[src/ils_pkg.sv]
`timescale 1ns / 1ps
`default_nettype none
// ----------------------------------------------------------------------------
// ils_pkg: shared types and constants of the indexed list store
// Command and status codes, field widths and the control and status bundles
// that join the controller and the datapath.
// ----------------------------------------------------------------------------
package ils_pkg;

  localparam int unsigned CMD_W       = 4;
  localparam int unsigned INDEX_W     = 5;
  localparam int unsigned DATA_W      = 32;
  localparam int unsigned COUNT_W     = 5;
  localparam int unsigned STATUS_W    = 2;
  localparam int unsigned IN_TDATA_W  = 48;
  localparam int unsigned OUT_TDATA_W = 40;

  typedef enum logic [CMD_W-1:0] {
    CMD_PUSH_BACK  = 4'd0,
    CMD_PUSH_FRONT = 4'd1,
    CMD_POP_FRONT  = 4'd2,
    CMD_POP_BACK   = 4'd3,
    CMD_REMOVE     = 4'd4,
    CMD_INSERT     = 4'd5,
    CMD_SET        = 4'd6,
    CMD_READ       = 4'd7,
    CMD_CLEAR      = 4'd8
  } cmd_e;

  typedef enum logic [STATUS_W-1:0] {
    STAT_OK    = 2'd0,
    STAT_INDEX = 2'd1,
    STAT_FULL  = 2'd2,
    STAT_EMPTY = 2'd3
  } status_e;

  typedef enum logic [1:0] {
    LEN_KEEP = 2'd0,
    LEN_INC  = 2'd1,
    LEN_DEC  = 2'd2,
    LEN_CLR  = 2'd3
  } len_op_e;

  typedef enum logic [1:0] {
    RD_ZERO = 2'd0,
    RD_NEG1 = 2'd1,
    RD_MEM  = 2'd2
  } rd_kind_e;

  typedef enum logic [2:0] {
    S_IDLE,
    S_EXEC,
    S_WALK,
    S_DRAIN,
    S_WRITE,
    S_FINISH,
    S_DONE
  } state_e;

  // Controller to datapath.
  typedef struct packed {
    logic     capture;    // register the incoming beat
    logic     walk_init;  // load the walk pointer
    logic     walk_open;  // walk direction: open a gap (1) or close one (0)
    logic     walk_step;  // move one element
    logic     drain;      // write the last element read by the walk
    logic     wr_value;   // write the command's value
    logic     wr_tail;    // value goes to the tail instead of the position
    logic     fetch;      // read the element at the position
    len_op_e  len_op;
    logic     res_load;
    status_e  res_status;
    rd_kind_e res_rd;
    logic     out_load;
  } dp_ctrl_t;

  // Datapath to controller.
  typedef struct packed {
    logic [CMD_W-1:0] cmd;
    logic             full;
    logic             empty;
    logic             idx_ok;
    logic             open_none;
    logic             close_none;
    logic             walk_last;
    logic             walk_open;
  } dp_stat_t;

endpackage
`default_nettype wire

[src/ils_dpath.sv]
`timescale 1ns / 1ps
`default_nettype none
// ----------------------------------------------------------------------------
// ils_dpath: datapath of the indexed list store
// Element memory, length register, shift walker and result registers.
// ----------------------------------------------------------------------------
module ils_dpath #(
  parameter int unsigned CAPACITY = 16
) (
  input  logic                            clk_i,
  input  logic                            rst_ni,
  input  logic [ils_pkg::IN_TDATA_W-1:0]  s_tdata_i,
  input  ils_pkg::dp_ctrl_t               ctrl_i,
  output ils_pkg::dp_stat_t               stat_o,
  output logic [ils_pkg::OUT_TDATA_W-1:0] m_tdata_o
);
  import ils_pkg::*;

  localparam int unsigned AW = (CAPACITY > 1) ? $clog2(CAPACITY) : 1;
  localparam int unsigned LW = $clog2(CAPACITY + 1);
  localparam int unsigned EW = LW + INDEX_W;

  logic [DATA_W-1:0]      mem [CAPACITY];

  logic [CMD_W-1:0]       in_cmd;
  logic [INDEX_W-1:0]     in_idx;
  logic [DATA_W-1:0]      in_val;
  logic [AW-1:0]          in_pos;

  logic [CMD_W-1:0]       cmd_q;
  logic [INDEX_W-1:0]     idx_q;
  logic [DATA_W-1:0]      val_q;
  logic [AW-1:0]          pos_q;
  logic [LW-1:0]          len_q, len_d;
  logic [AW-1:0]          ptr_q;
  logic [AW-1:0]          wr_addr_q;
  logic                   pend_q;
  logic                   dir_open_q;
  logic [DATA_W-1:0]      rdata_q;
  logic [DATA_W-1:0]      res_rd_q;
  status_e                res_status_q;
  logic [OUT_TDATA_W-1:0] out_q;

  logic [EW-1:0]          len_ext, idx_ext, pos_ext, ptr_ext;
  logic                   mem_we;
  logic [AW-1:0]          mem_waddr;
  logic [DATA_W-1:0]      mem_wdata;
  logic                   mem_re;
  logic [AW-1:0]          mem_raddr;

  assign in_cmd = s_tdata_i[CMD_W-1:0];
  assign in_idx = s_tdata_i[CMD_W +: INDEX_W];
  assign in_val = s_tdata_i[CMD_W + INDEX_W +: DATA_W];
  assign in_pos = (in_cmd == CMD_PUSH_FRONT || in_cmd == CMD_POP_FRONT) ? '0 : AW'(in_idx);

  always_ff @(posedge clk_i) begin
    if (ctrl_i.capture) begin
      cmd_q <= in_cmd;
      idx_q <= in_idx;
      val_q <= in_val;
      pos_q <= in_pos;
    end
  end

  // Flags for the controller.
  assign len_ext = EW'(len_q);
  assign idx_ext = EW'(idx_q);
  assign pos_ext = EW'(pos_q);
  assign ptr_ext = EW'(ptr_q);

  assign stat_o.cmd        = cmd_q;
  assign stat_o.full       = (len_ext == EW'(CAPACITY));
  assign stat_o.empty      = (len_q == '0);
  assign stat_o.idx_ok     = (idx_ext < len_ext);
  assign stat_o.open_none  = (pos_ext == len_ext);
  assign stat_o.close_none = ((pos_ext + EW'(1)) == len_ext);
  assign stat_o.walk_last  = dir_open_q ? (ptr_q == pos_q) : ((ptr_ext + EW'(1)) == len_ext);
  assign stat_o.walk_open  = dir_open_q;

  // Length register.
  always_comb begin
    case (ctrl_i.len_op)
      LEN_INC: len_d = len_q + LW'(1);
      LEN_DEC: len_d = len_q - LW'(1);
      LEN_CLR: len_d = '0;
      default: len_d = len_q;
    endcase
  end

  always_ff @(posedge clk_i or negedge rst_ni) begin
    if (!rst_ni) begin
      len_q      <= '0;
      pend_q     <= 1'b0;
      dir_open_q <= 1'b0;
    end else begin
      len_q <= len_d;
      if (ctrl_i.walk_init) begin
        pend_q     <= 1'b0;
        dir_open_q <= ctrl_i.walk_open;
      end else if (ctrl_i.walk_step) begin
        pend_q <= 1'b1;
      end
    end
  end

  // Walk pointer: an opening walk runs down from the tail, a closing walk up.
  always_ff @(posedge clk_i) begin
    if (ctrl_i.walk_init) begin
      ptr_q <= ctrl_i.walk_open ? AW'(len_q - LW'(1)) : pos_q + AW'(1);
    end else if (ctrl_i.walk_step) begin
      ptr_q     <= dir_open_q ? ptr_q - AW'(1) : ptr_q + AW'(1);
      wr_addr_q <= dir_open_q ? ptr_q + AW'(1) : ptr_q - AW'(1);
    end
  end

  // Single write port and single registered read port.
  assign mem_we    = (pend_q && (ctrl_i.walk_step || ctrl_i.drain)) || ctrl_i.wr_value;
  assign mem_waddr = ctrl_i.wr_value ? (ctrl_i.wr_tail ? AW'(len_q) : pos_q) : wr_addr_q;
  assign mem_wdata = ctrl_i.wr_value ? val_q : rdata_q;
  assign mem_re    = ctrl_i.walk_step || ctrl_i.fetch;
  assign mem_raddr = ctrl_i.fetch ? pos_q : ptr_q;

  always_ff @(posedge clk_i) begin
    if (mem_we) begin
      mem[mem_waddr] <= mem_wdata;
    end
  end

  always_ff @(posedge clk_i) begin
    if (mem_re) begin
      rdata_q <= mem[mem_raddr];
    end
  end

  // Result and output registers.
  always_ff @(posedge clk_i) begin
    if (ctrl_i.res_load) begin
      res_status_q <= ctrl_i.res_status;
      case (ctrl_i.res_rd)
        RD_NEG1: res_rd_q <= '1;
        RD_MEM:  res_rd_q <= rdata_q;
        default: res_rd_q <= '0;
      endcase
    end
    if (ctrl_i.out_load) begin
      out_q <= {res_status_q, (len_q == '0), COUNT_W'(len_q), res_rd_q};
    end
  end

  assign m_tdata_o = out_q;

endmodule
`default_nettype wire

[src/ils_ctrl.sv]
`timescale 1ns / 1ps
`default_nettype none
// ----------------------------------------------------------------------------
// ils_ctrl: controller of the indexed list store
// Sequences each command through the datapath and owns the output valid.
// ----------------------------------------------------------------------------
module ils_ctrl (
  input  logic              clk_i,
  input  logic              rst_ni,
  input  logic              s_tvalid_i,
  output logic              s_tready_o,
  output logic              m_tvalid_o,
  input  logic              m_tready_i,
  input  ils_pkg::dp_stat_t stat_i,
  output ils_pkg::dp_ctrl_t ctrl_o
);
  import ils_pkg::*;

  state_e state_q, state_d;
  logic   out_valid_q;
  logic   s_fire;

  assign s_tready_o = (state_q == S_IDLE);
  assign s_fire     = s_tvalid_i && s_tready_o;
  assign m_tvalid_o = out_valid_q;

  // Next state.
  always_comb begin
    state_d = state_q;
    unique case (state_q)
      S_IDLE: begin
        if (s_fire) state_d = S_EXEC;
      end
      S_EXEC: begin
        state_d = S_DONE;
        unique case (stat_i.cmd)
          CMD_PUSH_FRONT: if (!stat_i.full && !stat_i.open_none) state_d = S_WALK;
          CMD_INSERT:     if (stat_i.idx_ok && !stat_i.full) state_d = S_WALK;
          CMD_POP_FRONT:  if (!stat_i.empty && !stat_i.close_none) state_d = S_WALK;
          CMD_REMOVE:     if (stat_i.idx_ok && !stat_i.close_none) state_d = S_WALK;
          CMD_READ:       if (stat_i.idx_ok) state_d = S_FINISH;
          default:        state_d = S_DONE;
        endcase
      end
      S_WALK: begin
        if (stat_i.walk_last) state_d = S_DRAIN;
      end
      S_DRAIN: begin
        state_d = stat_i.walk_open ? S_WRITE : S_DONE;
      end
      S_WRITE:  state_d = S_DONE;
      S_FINISH: state_d = S_DONE;
      S_DONE: begin
        if (!out_valid_q || m_tready_i) state_d = S_IDLE;
      end
      default: state_d = S_IDLE;
    endcase
  end

  // Datapath commands.
  always_comb begin
    ctrl_o            = '0;
    ctrl_o.len_op     = LEN_KEEP;
    ctrl_o.res_status = STAT_OK;
    ctrl_o.res_rd     = RD_ZERO;
    unique case (state_q)
      S_IDLE: begin
        ctrl_o.capture = s_fire;
      end
      S_EXEC: begin
        ctrl_o.res_load = 1'b1;
        unique case (stat_i.cmd)
          CMD_PUSH_BACK: begin
            if (stat_i.full) begin
              ctrl_o.res_status = STAT_FULL;
            end else begin
              ctrl_o.wr_value = 1'b1;
              ctrl_o.wr_tail  = 1'b1;
              ctrl_o.len_op   = LEN_INC;
            end
          end
          CMD_PUSH_FRONT: begin
            if (stat_i.full) begin
              ctrl_o.res_status = STAT_FULL;
            end else if (stat_i.open_none) begin
              ctrl_o.wr_value = 1'b1;
              ctrl_o.len_op   = LEN_INC;
            end else begin
              ctrl_o.res_load  = 1'b0;
              ctrl_o.walk_init = 1'b1;
              ctrl_o.walk_open = 1'b1;
            end
          end
          CMD_POP_FRONT: begin
            if (stat_i.empty) begin
              ctrl_o.res_status = STAT_EMPTY;
            end else if (stat_i.close_none) begin
              ctrl_o.len_op = LEN_DEC;
            end else begin
              ctrl_o.res_load  = 1'b0;
              ctrl_o.walk_init = 1'b1;
            end
          end
          CMD_POP_BACK: begin
            if (stat_i.empty) begin
              ctrl_o.res_status = STAT_EMPTY;
            end else begin
              ctrl_o.len_op = LEN_DEC;
            end
          end
          CMD_REMOVE: begin
            if (!stat_i.idx_ok) begin
              ctrl_o.res_status = STAT_INDEX;
            end else if (stat_i.close_none) begin
              ctrl_o.len_op = LEN_DEC;
            end else begin
              ctrl_o.res_load  = 1'b0;
              ctrl_o.walk_init = 1'b1;
            end
          end
          CMD_INSERT: begin
            if (!stat_i.idx_ok) begin
              ctrl_o.res_status = STAT_INDEX;
            end else if (stat_i.full) begin
              ctrl_o.res_status = STAT_FULL;
            end else begin
              ctrl_o.res_load  = 1'b0;
              ctrl_o.walk_init = 1'b1;
              ctrl_o.walk_open = 1'b1;
            end
          end
          CMD_SET: begin
            if (!stat_i.idx_ok) begin
              ctrl_o.res_status = STAT_INDEX;
            end else begin
              ctrl_o.wr_value = 1'b1;
            end
          end
          CMD_READ: begin
            if (!stat_i.idx_ok) begin
              ctrl_o.res_status = STAT_INDEX;
              ctrl_o.res_rd     = RD_NEG1;
            end else begin
              ctrl_o.res_load = 1'b0;
              ctrl_o.fetch    = 1'b1;
            end
          end
          CMD_CLEAR: begin
            ctrl_o.len_op = LEN_CLR;
          end
          default: begin
            ctrl_o.res_status = STAT_OK;
          end
        endcase
      end
      S_WALK: begin
        ctrl_o.walk_step = 1'b1;
      end
      S_DRAIN: begin
        ctrl_o.drain = 1'b1;
        if (!stat_i.walk_open) begin
          ctrl_o.len_op   = LEN_DEC;
          ctrl_o.res_load = 1'b1;
        end
      end
      S_WRITE: begin
        ctrl_o.wr_value = 1'b1;
        ctrl_o.len_op   = LEN_INC;
        ctrl_o.res_load = 1'b1;
      end
      S_FINISH: begin
        ctrl_o.res_load = 1'b1;
        ctrl_o.res_rd   = RD_MEM;
      end
      S_DONE: begin
        ctrl_o.out_load = !out_valid_q || m_tready_i;
      end
      default: begin
        ctrl_o.capture = 1'b0;
      end
    endcase
  end

  always_ff @(posedge clk_i or negedge rst_ni) begin
    if (!rst_ni) begin
      state_q     <= S_IDLE;
      out_valid_q <= 1'b0;
    end else begin
      state_q <= state_d;
      if (ctrl_o.out_load) begin
        out_valid_q <= 1'b1;
      end else if (m_tready_i) begin
        out_valid_q <= 1'b0;
      end
    end
  end

endmodule
`default_nettype wire

[src/indexed_list_store.sv]
`timescale 1ns / 1ps
`default_nettype none
// ----------------------------------------------------------------------------
// indexed_list_store: bounded ordered list of signed 32-bit words
// Push and pop at both ends, remove, insert, set and read by index, clear.
// ----------------------------------------------------------------------------
// Each command beat yields exactly one result beat carrying the read data,
// the element count after the command (kept to 5 bits), an empty flag and
// a status code (ok, bad index, full, empty on pop). The elements live in a
// memory with one write port and one registered read port, so a push at the
// front, an insert, a pop from the front and a remove shift the affected
// elements one per cycle. A front push or an insert first moves the elements
// from the tail down to the position up by one and then writes the value; a
// front pop or a remove moves the elements above the position down by one.
// When nothing has to move they finish like all other commands, and a good
// read adds a memory fetch. The result register is loaded before the output
// register, and the input opens again once the output register is loaded. A
// new command is taken while the previous result still waits in the output
// register; the block stalls only if a second result is ready before the
// first one is taken. Memory entries hold no reset value, and nothing sweeps
// them after reset; only entries below the count are read.
// ----------------------------------------------------------------------------
module indexed_list_store #(
  parameter int unsigned CAPACITY = 16
) (
  input  logic                            clk_i,
  input  logic                            rst_ni,
  // Command beats: cmd [3:0], index [8:4], value [40:9], zero [47:41].
  input  logic                            s_axis_tvalid,
  output logic                            s_axis_tready,
  input  logic [ils_pkg::IN_TDATA_W-1:0]  s_axis_tdata,
  // Result beats: read_data [31:0], count [36:32], is_empty [37],
  // status [39:38].
  output logic                            m_axis_tvalid,
  input  logic                            m_axis_tready,
  output logic [ils_pkg::OUT_TDATA_W-1:0] m_axis_tdata
);
  import ils_pkg::*;

  dp_ctrl_t ctrl;
  dp_stat_t stat;

  // The controller sequences each command; all storage sits in the datapath.
  ils_ctrl u_ctrl (
    .clk_i      (clk_i),
    .rst_ni     (rst_ni),
    .s_tvalid_i (s_axis_tvalid),
    .s_tready_o (s_axis_tready),
    .m_tvalid_o (m_axis_tvalid),
    .m_tready_i (m_axis_tready),
    .stat_i     (stat),
    .ctrl_o     (ctrl)
  );

  ils_dpath #(
    .CAPACITY (CAPACITY)
  ) u_dpath (
    .clk_i     (clk_i),
    .rst_ni    (rst_ni),
    .s_tdata_i (s_axis_tdata),
    .ctrl_i    (ctrl),
    .stat_o    (stat),
    .m_tdata_o (m_axis_tdata)
  );

endmodule
`default_nettype wire

[config.mk]
export PLATFORM = sky130hd
export DESIGN_NAME = indexed_list_store
export DESIGN_NICKNAME = d
export VERILOG_FILES = /design/src/ils_pkg.sv /design/src/ils_dpath.sv /design/src/ils_ctrl.sv /design/src/indexed_list_store.sv
export SDC_FILE = /design/constraint.sdc
export NUM_CORES = 1
export LEC_CHECK = 0
export ABC_AREA = 0
export BUFFER_PORTS_ARGS = -buffer_cell sky130_fd_sc_hd__buf_2
export CAP_MARGIN = 20
export CORE_UTILIZATION = 65
export DETAILED_ROUTE_END_ITERATION = 10
export GPL_TIMING_DRIVEN = 1
export PLACE_DENSITY = 0.92
export SLEW_MARGIN = 20
export SYNTH_ARGS = -nofsm -noshare
export SYNTH_HDL_FRONTEND = slang
export SYNTH_HIERARCHICAL = 1
export SYNTH_SLANG_ARGS = --single-unit
[constraint.sdc]
create_clock -name clk_i -period 14.7 [get_ports clk_i]
set_input_delay 0.735 -clock clk_i [delete_from_list [all_inputs] [get_ports clk_i]]
set_output_delay 0.735 -clock clk_i [all_outputs]
set_load 0.02 [all_outputs]
* Word-level counts from Yosys, hierarchy flattened *
Memories as Yosys holds them, arrays and structs flattened. A register that Yosys moved wholly into a read port is not among the register bits.
Index checks and enable logic that the tools add are counted.

cells by class
  $add $sub $neg = 7
  $lt $le $gt $ge = 1
  equality and inequality tests = 29
  muxes and demuxes = 75
  bitwise logic cells = 1
  reductions and logical operators = 28

operator list
  cell                                                              count
  32-bit one-hot mux with 2 select lines                            1
  3-bit two-way mux                                                 11
  32-bit two-way mux                                                1
  4-bit two-way mux                                                 8
  2-bit two-way mux                                                 15
  1-bit two-way mux                                                 26
  10-bit by 5-bit == test with 1-bit output                         2
  3-bit one-hot mux with 6 select lines                             1
  4-bit by 3-bit == test with 1-bit output (second input constant)  4
  3-bit one-hot mux with 5 select lines                             1
  5-bit one-hot mux with 3 select lines                             1
  4-bit by 2-bit == test with 1-bit output (second input constant)  3
  2-bit one-hot mux with 6 select lines                             1
  4-bit by 1-bit adder with 5-bit output (second input constant)    2
  2-bit one-hot mux with 5 select lines                             1
  3-bit == test (second input constant)                             3
  4-bit by 1-bit adder with 4-bit output (second input constant)    2
  4-bit by 1-bit == test with 1-bit output (second input constant)  2
  2-bit OR reduction                                                4
  2-bit == test (second input constant)                             3
  3-bit by 2-bit == test with 1-bit output (second input constant)  2
  1-bit logical AND                                                 6
  1-bit one-hot mux with 3 select lines                             2
  2-bit one-hot mux with 3 select lines                             1
  26 further kinds                                                  38

word-level totals
  bits in registers = 138
  RAM bits = 512
  input bits = 52
  output and inout bits = 42
  word-level logic and storage cells = 156
  memories = 1

memory list
  name         depth  width  rd ports  clocked after memory_dff  write ports  line             RTL
  u_dpath.mem  16     32     1         1                         1            ils_dpath.sv:23  logic [DATA_W-1:0] mem [CAPACITY];

* Logic depth before layout (Yosys ltp) *
  word-level depth = 8
  mapped depth = 17
  mapped depth without buffers = 15

* Cells and area by module *
The synthesis kept the hierarchy.

modules (own cells, without submodules)
  module     instances  cells each  area an instance (um^2)  seq. area each (um^2)
  ils_dpath  1          1,473       26,198.9                 20,324.5
  ils_ctrl   1          89          578.1                    100.1

* Worst setup path before layout *
No wires, ideal clock.

  kind = register -> register
  start point = reg u_dpath.len_q[1]
  end point = mem u_dpath.mem[3][0] (enable)
  setup time = 0.421 ns
  arrival time = 4.384 ns
  data required time = 14.279 ns
  setup slack = 9.895 ns
  cell stages (with the launch flop) = 18
  path buffers = 3
  clock period less this slack = 4.805 ns
  cell sequence = dfrtp_1 -> clkbuf_1 -> inv_1 -> ha_1 -> o21ai_0 -> a21boi_0 -> o21ai_0 -> o2bb2ai_1 -> and3b_1 -> nand3_1 -> a21oi_1 -> o21a_1 -> clkbuf_1 -> clkbuf_1 -> nor2_1 -> a21oi_1 -> nand2_1 -> nor2_1

RTL lines
  element                 line             RTL
  start, declared         ils_dpath.sv:34  logic [LW-1:0] len_q, len_d;
  start signal, assigned  ils_dpath.sv:96  len_q <= len_d;
  end, declared           ils_dpath.sv:23

==> flow_metrics.py <==
metrics = {
    "status": {
        "outcome": "complete, no violations",
    },
    "layout": {
        "fraction_of_final_layout_cells_with_drive_strength_greater_than_1_pct": 16.0,
        "area_growth_syn_to_layout_pct": 12.0,
        "fill_cells": 2092,
        "final_net_count": 1722,
    },
    "logic_synthesis": {
        "postSynthNetCount": 1626,
        "synthCells": 1562,
        "ys_ff_latch": 682,
        "post-synth-top-area-fraction_pct": 75.2,
        "synth_top_flop_cell": "sky130_fd_sc_hd__edfxtp_1",
        "mapped_area_um2": 26800,
        "synth-seq-area-share_pct": 76.3,
        "synth_fa_ha_area_share_pct": 0.561,
        "synth_top_family_by_area": "multiplexers",
        "synth.area.top_cells": "sky130_fd_sc_hd__edfxtp_1 75%, sky130_fd_sc_hd__mux2i_1 10%, sky130_fd_sc_hd__o22ai_1 3.0%",
        "synth-compound-area-share_pct": 5.36,
        "yosys_warnings": 6,
        "synth-edff-count": 671,
        "parity_gate_share_of_the_synthesized_area_counting_xor_and_xnor_cells_pct": 0.818,
        "yosysTopAreaCell": "sky130_fd_sc_hd__edfxtp_1",
        "post_synth_mux_area_share_pct": 11.5,
        "syn_avg_cell_area_um2": 17.1,
        "synth_simple_gate_area_share_pct": 3.77,
        "synthArstFlopShare_pct": 1.61,
        "synthDistinctLibCells": 53,
    },
    "drt": {
        "drt_first_iter_violations": 2008,
        "finalWirelength_um": 62200,
        "drt.antenna.violating_nets": 0,
        "num_vias": 15157,
        "detail_route.drc_violations": 0,
        "route.detailed.wl_per_inst_um": 27.8,
        "route.detailed.vias_per_inst": 6.78,
        "drt-pass1-iter-count": 6,
    },
    "clock_tree": {
        "cts-resized-gates": 0,
        "postCtsHoldBufs": 0,
        "tritoncts": "built",
        "clk_pin_slew_worst_paths_ns": 0.06,
        "cts_buffers": 66,
        "h-tree-depth": 3,
        "cts_setup_buffers": 0,
        "clk_latency_ns": 0.60,
        "ctsLongestPathBuffers": 3,
        "cts_root_buf": "sky130_fd_sc_hd__clkbuf_16",
        "numClockSinks": 682,
    },
    "global_routing": {
        "grt_start_max_net_pins": 64,
        "total_global_route_track_usage_pct": 30.0,
        "grt_first_pass_wirelength_um": 90500,
        "gr-total-overflow": 0,
        "first_global_vias": 15230,
        "initial_antenna_violation_count": 2,
    },
    "critical_path": {
        "critPathTopFamily": "buffers and inverters",
        "combined_buffer_and_inverter_count_along_the_critical_path": 4,
        "crit_slowest_cell": "sky130_fd_sc_hd__buf_4",
        "worst_r2r_endpoint": "u_dpath/rdata_q[11]",
        "crit_path_cell_trace": "inv_1 > ha_1 > o21ai_0 > a21boi_0 > o21ai_0 > o2bb2ai_1 > and3b_1 > nand3_1 > nor3_1 > buf_4 > mux2i_4 > buf_4 > buf_4 > mux2i_1 > o22ai_1 > or4_1",
        "critical_path.max_fanout": 63,
        "worst_path_largest_cell_delay_ns": 0.93,
        "cp_data_arrival_time_ns": 7.05,
        "regToRegStartpoint": "u_dpath/len_q[1]",
        "critical-path-top-cell-by-count": "sky130_fd_sc_hd__buf_4",
        "timing.critical_path.required_ns": 15.03,
        "reg2reg_slack_ns": 7.98,
        "reg2regPathDepth": 16,
        "crit_path_end_kind": "flip-flop",
        "critPathLaunchType": "flip-flop",
        "worst-setup-path-type": "reg2reg",
    },
    "die": {
        "design.portCount": 94,
        "die-area_um2": 42000,
        "core_area_um2": 40200,
        "floorplan.initialDensity_pct": 66.6,
        "rows": 73,
        "floorplan.die.height_um": 205,
        "die_w_um": 205,
    },
    "pwr": {
        "peakVddDrop_uv": 143,
        "leakagePower_nw": 10.4,
        "cell_area_power_density_nw_per_um2": 224,
    },
    "timing": {
        "worst_margin_pin_slew_ns": 1.10,
        "layout_min_cycle_time_ns": 6.72,
        "setup_viol_count_final": 0,
        "final-hold-violation-count": 0,
        "grt_setup_unrepaired": "no",
        "finalWorstSetupSlack_ns": 7.98,
        "layout_worst_path_cycle_share_pct": 45.7,
        "count_of_pins_over_their_slew_limit": 0,
        "fin_setup_tns_ns": 0,
        "slew_limit_headroom_pct": 26.5,
        "timing.clock.skew_ns": 0.0290,
        "clock.fmax_mhz": 149,
    },
    "place": {
        "placement.io_buffers": 86,
        "gp_congestion": 0.837,
        "place_hpwl_um": 31400,
        "dp_slack_ns": 8.28,
    },
    "worst_hold_path": {
        "timing.hold.worst.class": "in2async",
    },
    "job": {
        "max-cap-violations": 0,
    },
}
==> registers in the layout, summed over array words and instances, names as in the netlist <==
register / flops
u_dpath/dir_open_q: 1
u_dpath/cmd_q: 4
u_dpath/len_q: 5
u_dpath/val_q: 32
u_dpath/pos_q: 4
u_ctrl/m_tvalid_o: 1
u_dpath/idx_q: 5
u_dpath/m_tdata_o: 40
u_ctrl/state_q: 3
u_dpath/res_status_q: 2
u_dpath/pend_q: 1
u_dpath/res_rd_q: 32
u_dpath/wr_addr_q: 4
u_dpath/mem: 512
u_dpath/rdata_q: 32
u_dpath/ptr_q: 4
==> cells by family after synthesis <==
logic type,after synthesis
AND/OR/NAND/NOR,200
buffers and inverters,108
XOR/XNOR,25
multiplexers,303
AO/OA/AOI/OAI,232
flip-flops,682
adder cells (fa/ha/maj),12
==> where the power goes <==
part           total, mW  internal, mW  switching (mW)
clock network       1.68         0.974           0.705
registers           3.17          2.93           0.240
logic               1.88         0.604            1.28
==> placed cells by master, fill, tap and decap left out, drive strengths merged, types with 21 or more instances in the layout <==
master	n
a21oi	49
buf	118
clkbuf	82
clkinv	22
edfxtp	671
inv	23
mux2	35
mux2i	268
nand2	34
nor2	76
o21ai	21
o22ai	129
or4	34
==> routing by layer <==
| layer | GRT usage (%) | part of all wire, % | up-vias |
|---|---|---|---|
| met5 | 0 | 0 | - |
| met4 | 14.4 | 4.4 | 0 |
| met3 | 6.95 | 12 | 250 |
| met2 | 49.0 | 48 | 1085 |
| met1 | 38.2 | 35 | 7445 |
| li1 | - | - | 6377 |
==> worst reg2reg max path, stage by stage, from the launching register on <==
cell	delay, ns
sky130_fd_sc_hd__dfrtp_1	0.61
sky130_fd_sc_hd__inv_1	0.18
sky130_fd_sc_hd__ha_1	0.30
sky130_fd_sc_hd__o21ai_0	0.07
sky130_fd_sc_hd__a21boi_0	0.10
sky130_fd_sc_hd__o21ai_0	0.16
sky130_fd_sc_hd__o2bb2ai_1	0.34
sky130_fd_sc_hd__and3b_1	0.34
sky130_fd_sc_hd__nand3_1	0.16
sky130_fd_sc_hd__nor3_1	0.22
sky130_fd_sc_hd__buf_4	0.23
sky130_fd_sc_hd__mux2i_4	0.73
sky130_fd_sc_hd__buf_4	0.93
sky130_fd_sc_hd__buf_4	1.00
sky130_fd_sc_hd__mux2i_1	0.41
sky130_fd_sc_hd__o22ai_1	0.14
sky130_fd_sc_hd__or4_1	0.55
==> stage by stage <==
| step | power [mW] | utilization (%) | cells | area, µm² | hold WS (ns) |
|---|---|---|---|---|---|
| floorplan | 4.35 | - | 1562 | 26800 | 0.400 |
| global placement | 4.84 | 69.3 | 2115 | 27800 | 0.402 |
| detailed placement | 4.98 | 69.3 | 2115 | 27800 | 0.405 |
| CTS | 6.69 | 74.6 | 2233 | 30000 | 0.00693 |
| global route | 6.93 | 74.6 | 2233 | 30000 | 0.0217 |
| finish | 6.73 | 74.6 | 2234 | 30000 | 0.0242 |
==> worst max-delay path by stage <==
stage | depth (start not counted) | slack, ns | from | to
3_5_place_dp | 16 | 8.28 | u_dpath/len_q[1] | u_dpath/rdata_q[11]
5_1_grt | 16 | 7.73 | u_dpath/len_q[1] | u_dpath/rdata_q[11]
2_1_floorplan | 17 | 9.90 | u_dpath/len_q[1] | u_dpath/mem[3][0]
6_report | 16 | 7.98 | u_dpath/len_q[1] | u_dpath/rdata_q[11]
3_3_place_gp | 16 | 8.46 | u_dpath/len_q[1] | u_dpath/rdata_q[16]
4_1_cts | 16 | 8.16 | u_dpath/len_q[1] | u_dpath/rdata_q[11]
==> synth_stat cells (2+ instances only) <==
cell type / n
sky130_fd_sc_hd__a211o_1: 2
sky130_fd_sc_hd__a21o_1: 3
sky130_fd_sc_hd__a21oi_1: 49
sky130_fd_sc_hd__a221oi_1: 2
sky130_fd_sc_hd__a31oi_1: 3
sky130_fd_sc_hd__and2_1: 6
sky130_fd_sc_hd__and3_1: 3
sky130_fd_sc_hd__buf_1: 7
sky130_fd_sc_hd__buf_2: 43
sky130_fd_sc_hd__clkbuf_1: 39
sky130_fd_sc_hd__dfrtp_1: 11
sky130_fd_sc_hd__edfxtp_1: 671
sky130_fd_sc_hd__ha_1: 12
sky130_fd_sc_hd__inv_1: 17
sky130_fd_sc_hd__mux2_2: 35
sky130_fd_sc_hd__mux2i_1: 268
sky130_fd_sc_hd__nand2_1: 34
sky130_fd_sc_hd__nand2b_1: 6
sky130_fd_sc_hd__nand3_1: 8
sky130_fd_sc_hd__nand3b_1: 5
sky130_fd_sc_hd__nor2_1: 76
sky130_fd_sc_hd__nor2b_1: 5
sky130_fd_sc_hd__nor3_1: 11
sky130_fd_sc_hd__nor3b_1: 4
sky130_fd_sc_hd__o211ai_1: 4
sky130_fd_sc_hd__o21a_1: 3
sky130_fd_sc_hd__o21ai_0: 20
sky130_fd_sc_hd__o22ai_1: 129
sky130_fd_sc_hd__o31a_1: 2
sky130_fd_sc_hd__o32ai_1: 2
sky130_fd_sc_hd__or2_2: 2
sky130_fd_sc_hd__or3_1: 3
sky130_fd_sc_hd__or4_1: 34
sky130_fd_sc_hd__xnor2_1: 16
sky130_fd_sc_hd__xor2_1: 9
==> area by class of cell <==
class,count,area [µm²],area share (%)
Sequential cell,682,20400,68.1
Multi-Input combinational cell,772,6030,20.1
Clock buffer,82,1740,5.81
Timing Repair Buffer,118,671,2.24
Tap cell,525,657,2.19
Clock inverter,36,395,1.32
Inverter,18,67.6,0.225
Antenna cell,1,2.50,0.00834
Note: power is estimated with default switching activity, not from simulation.
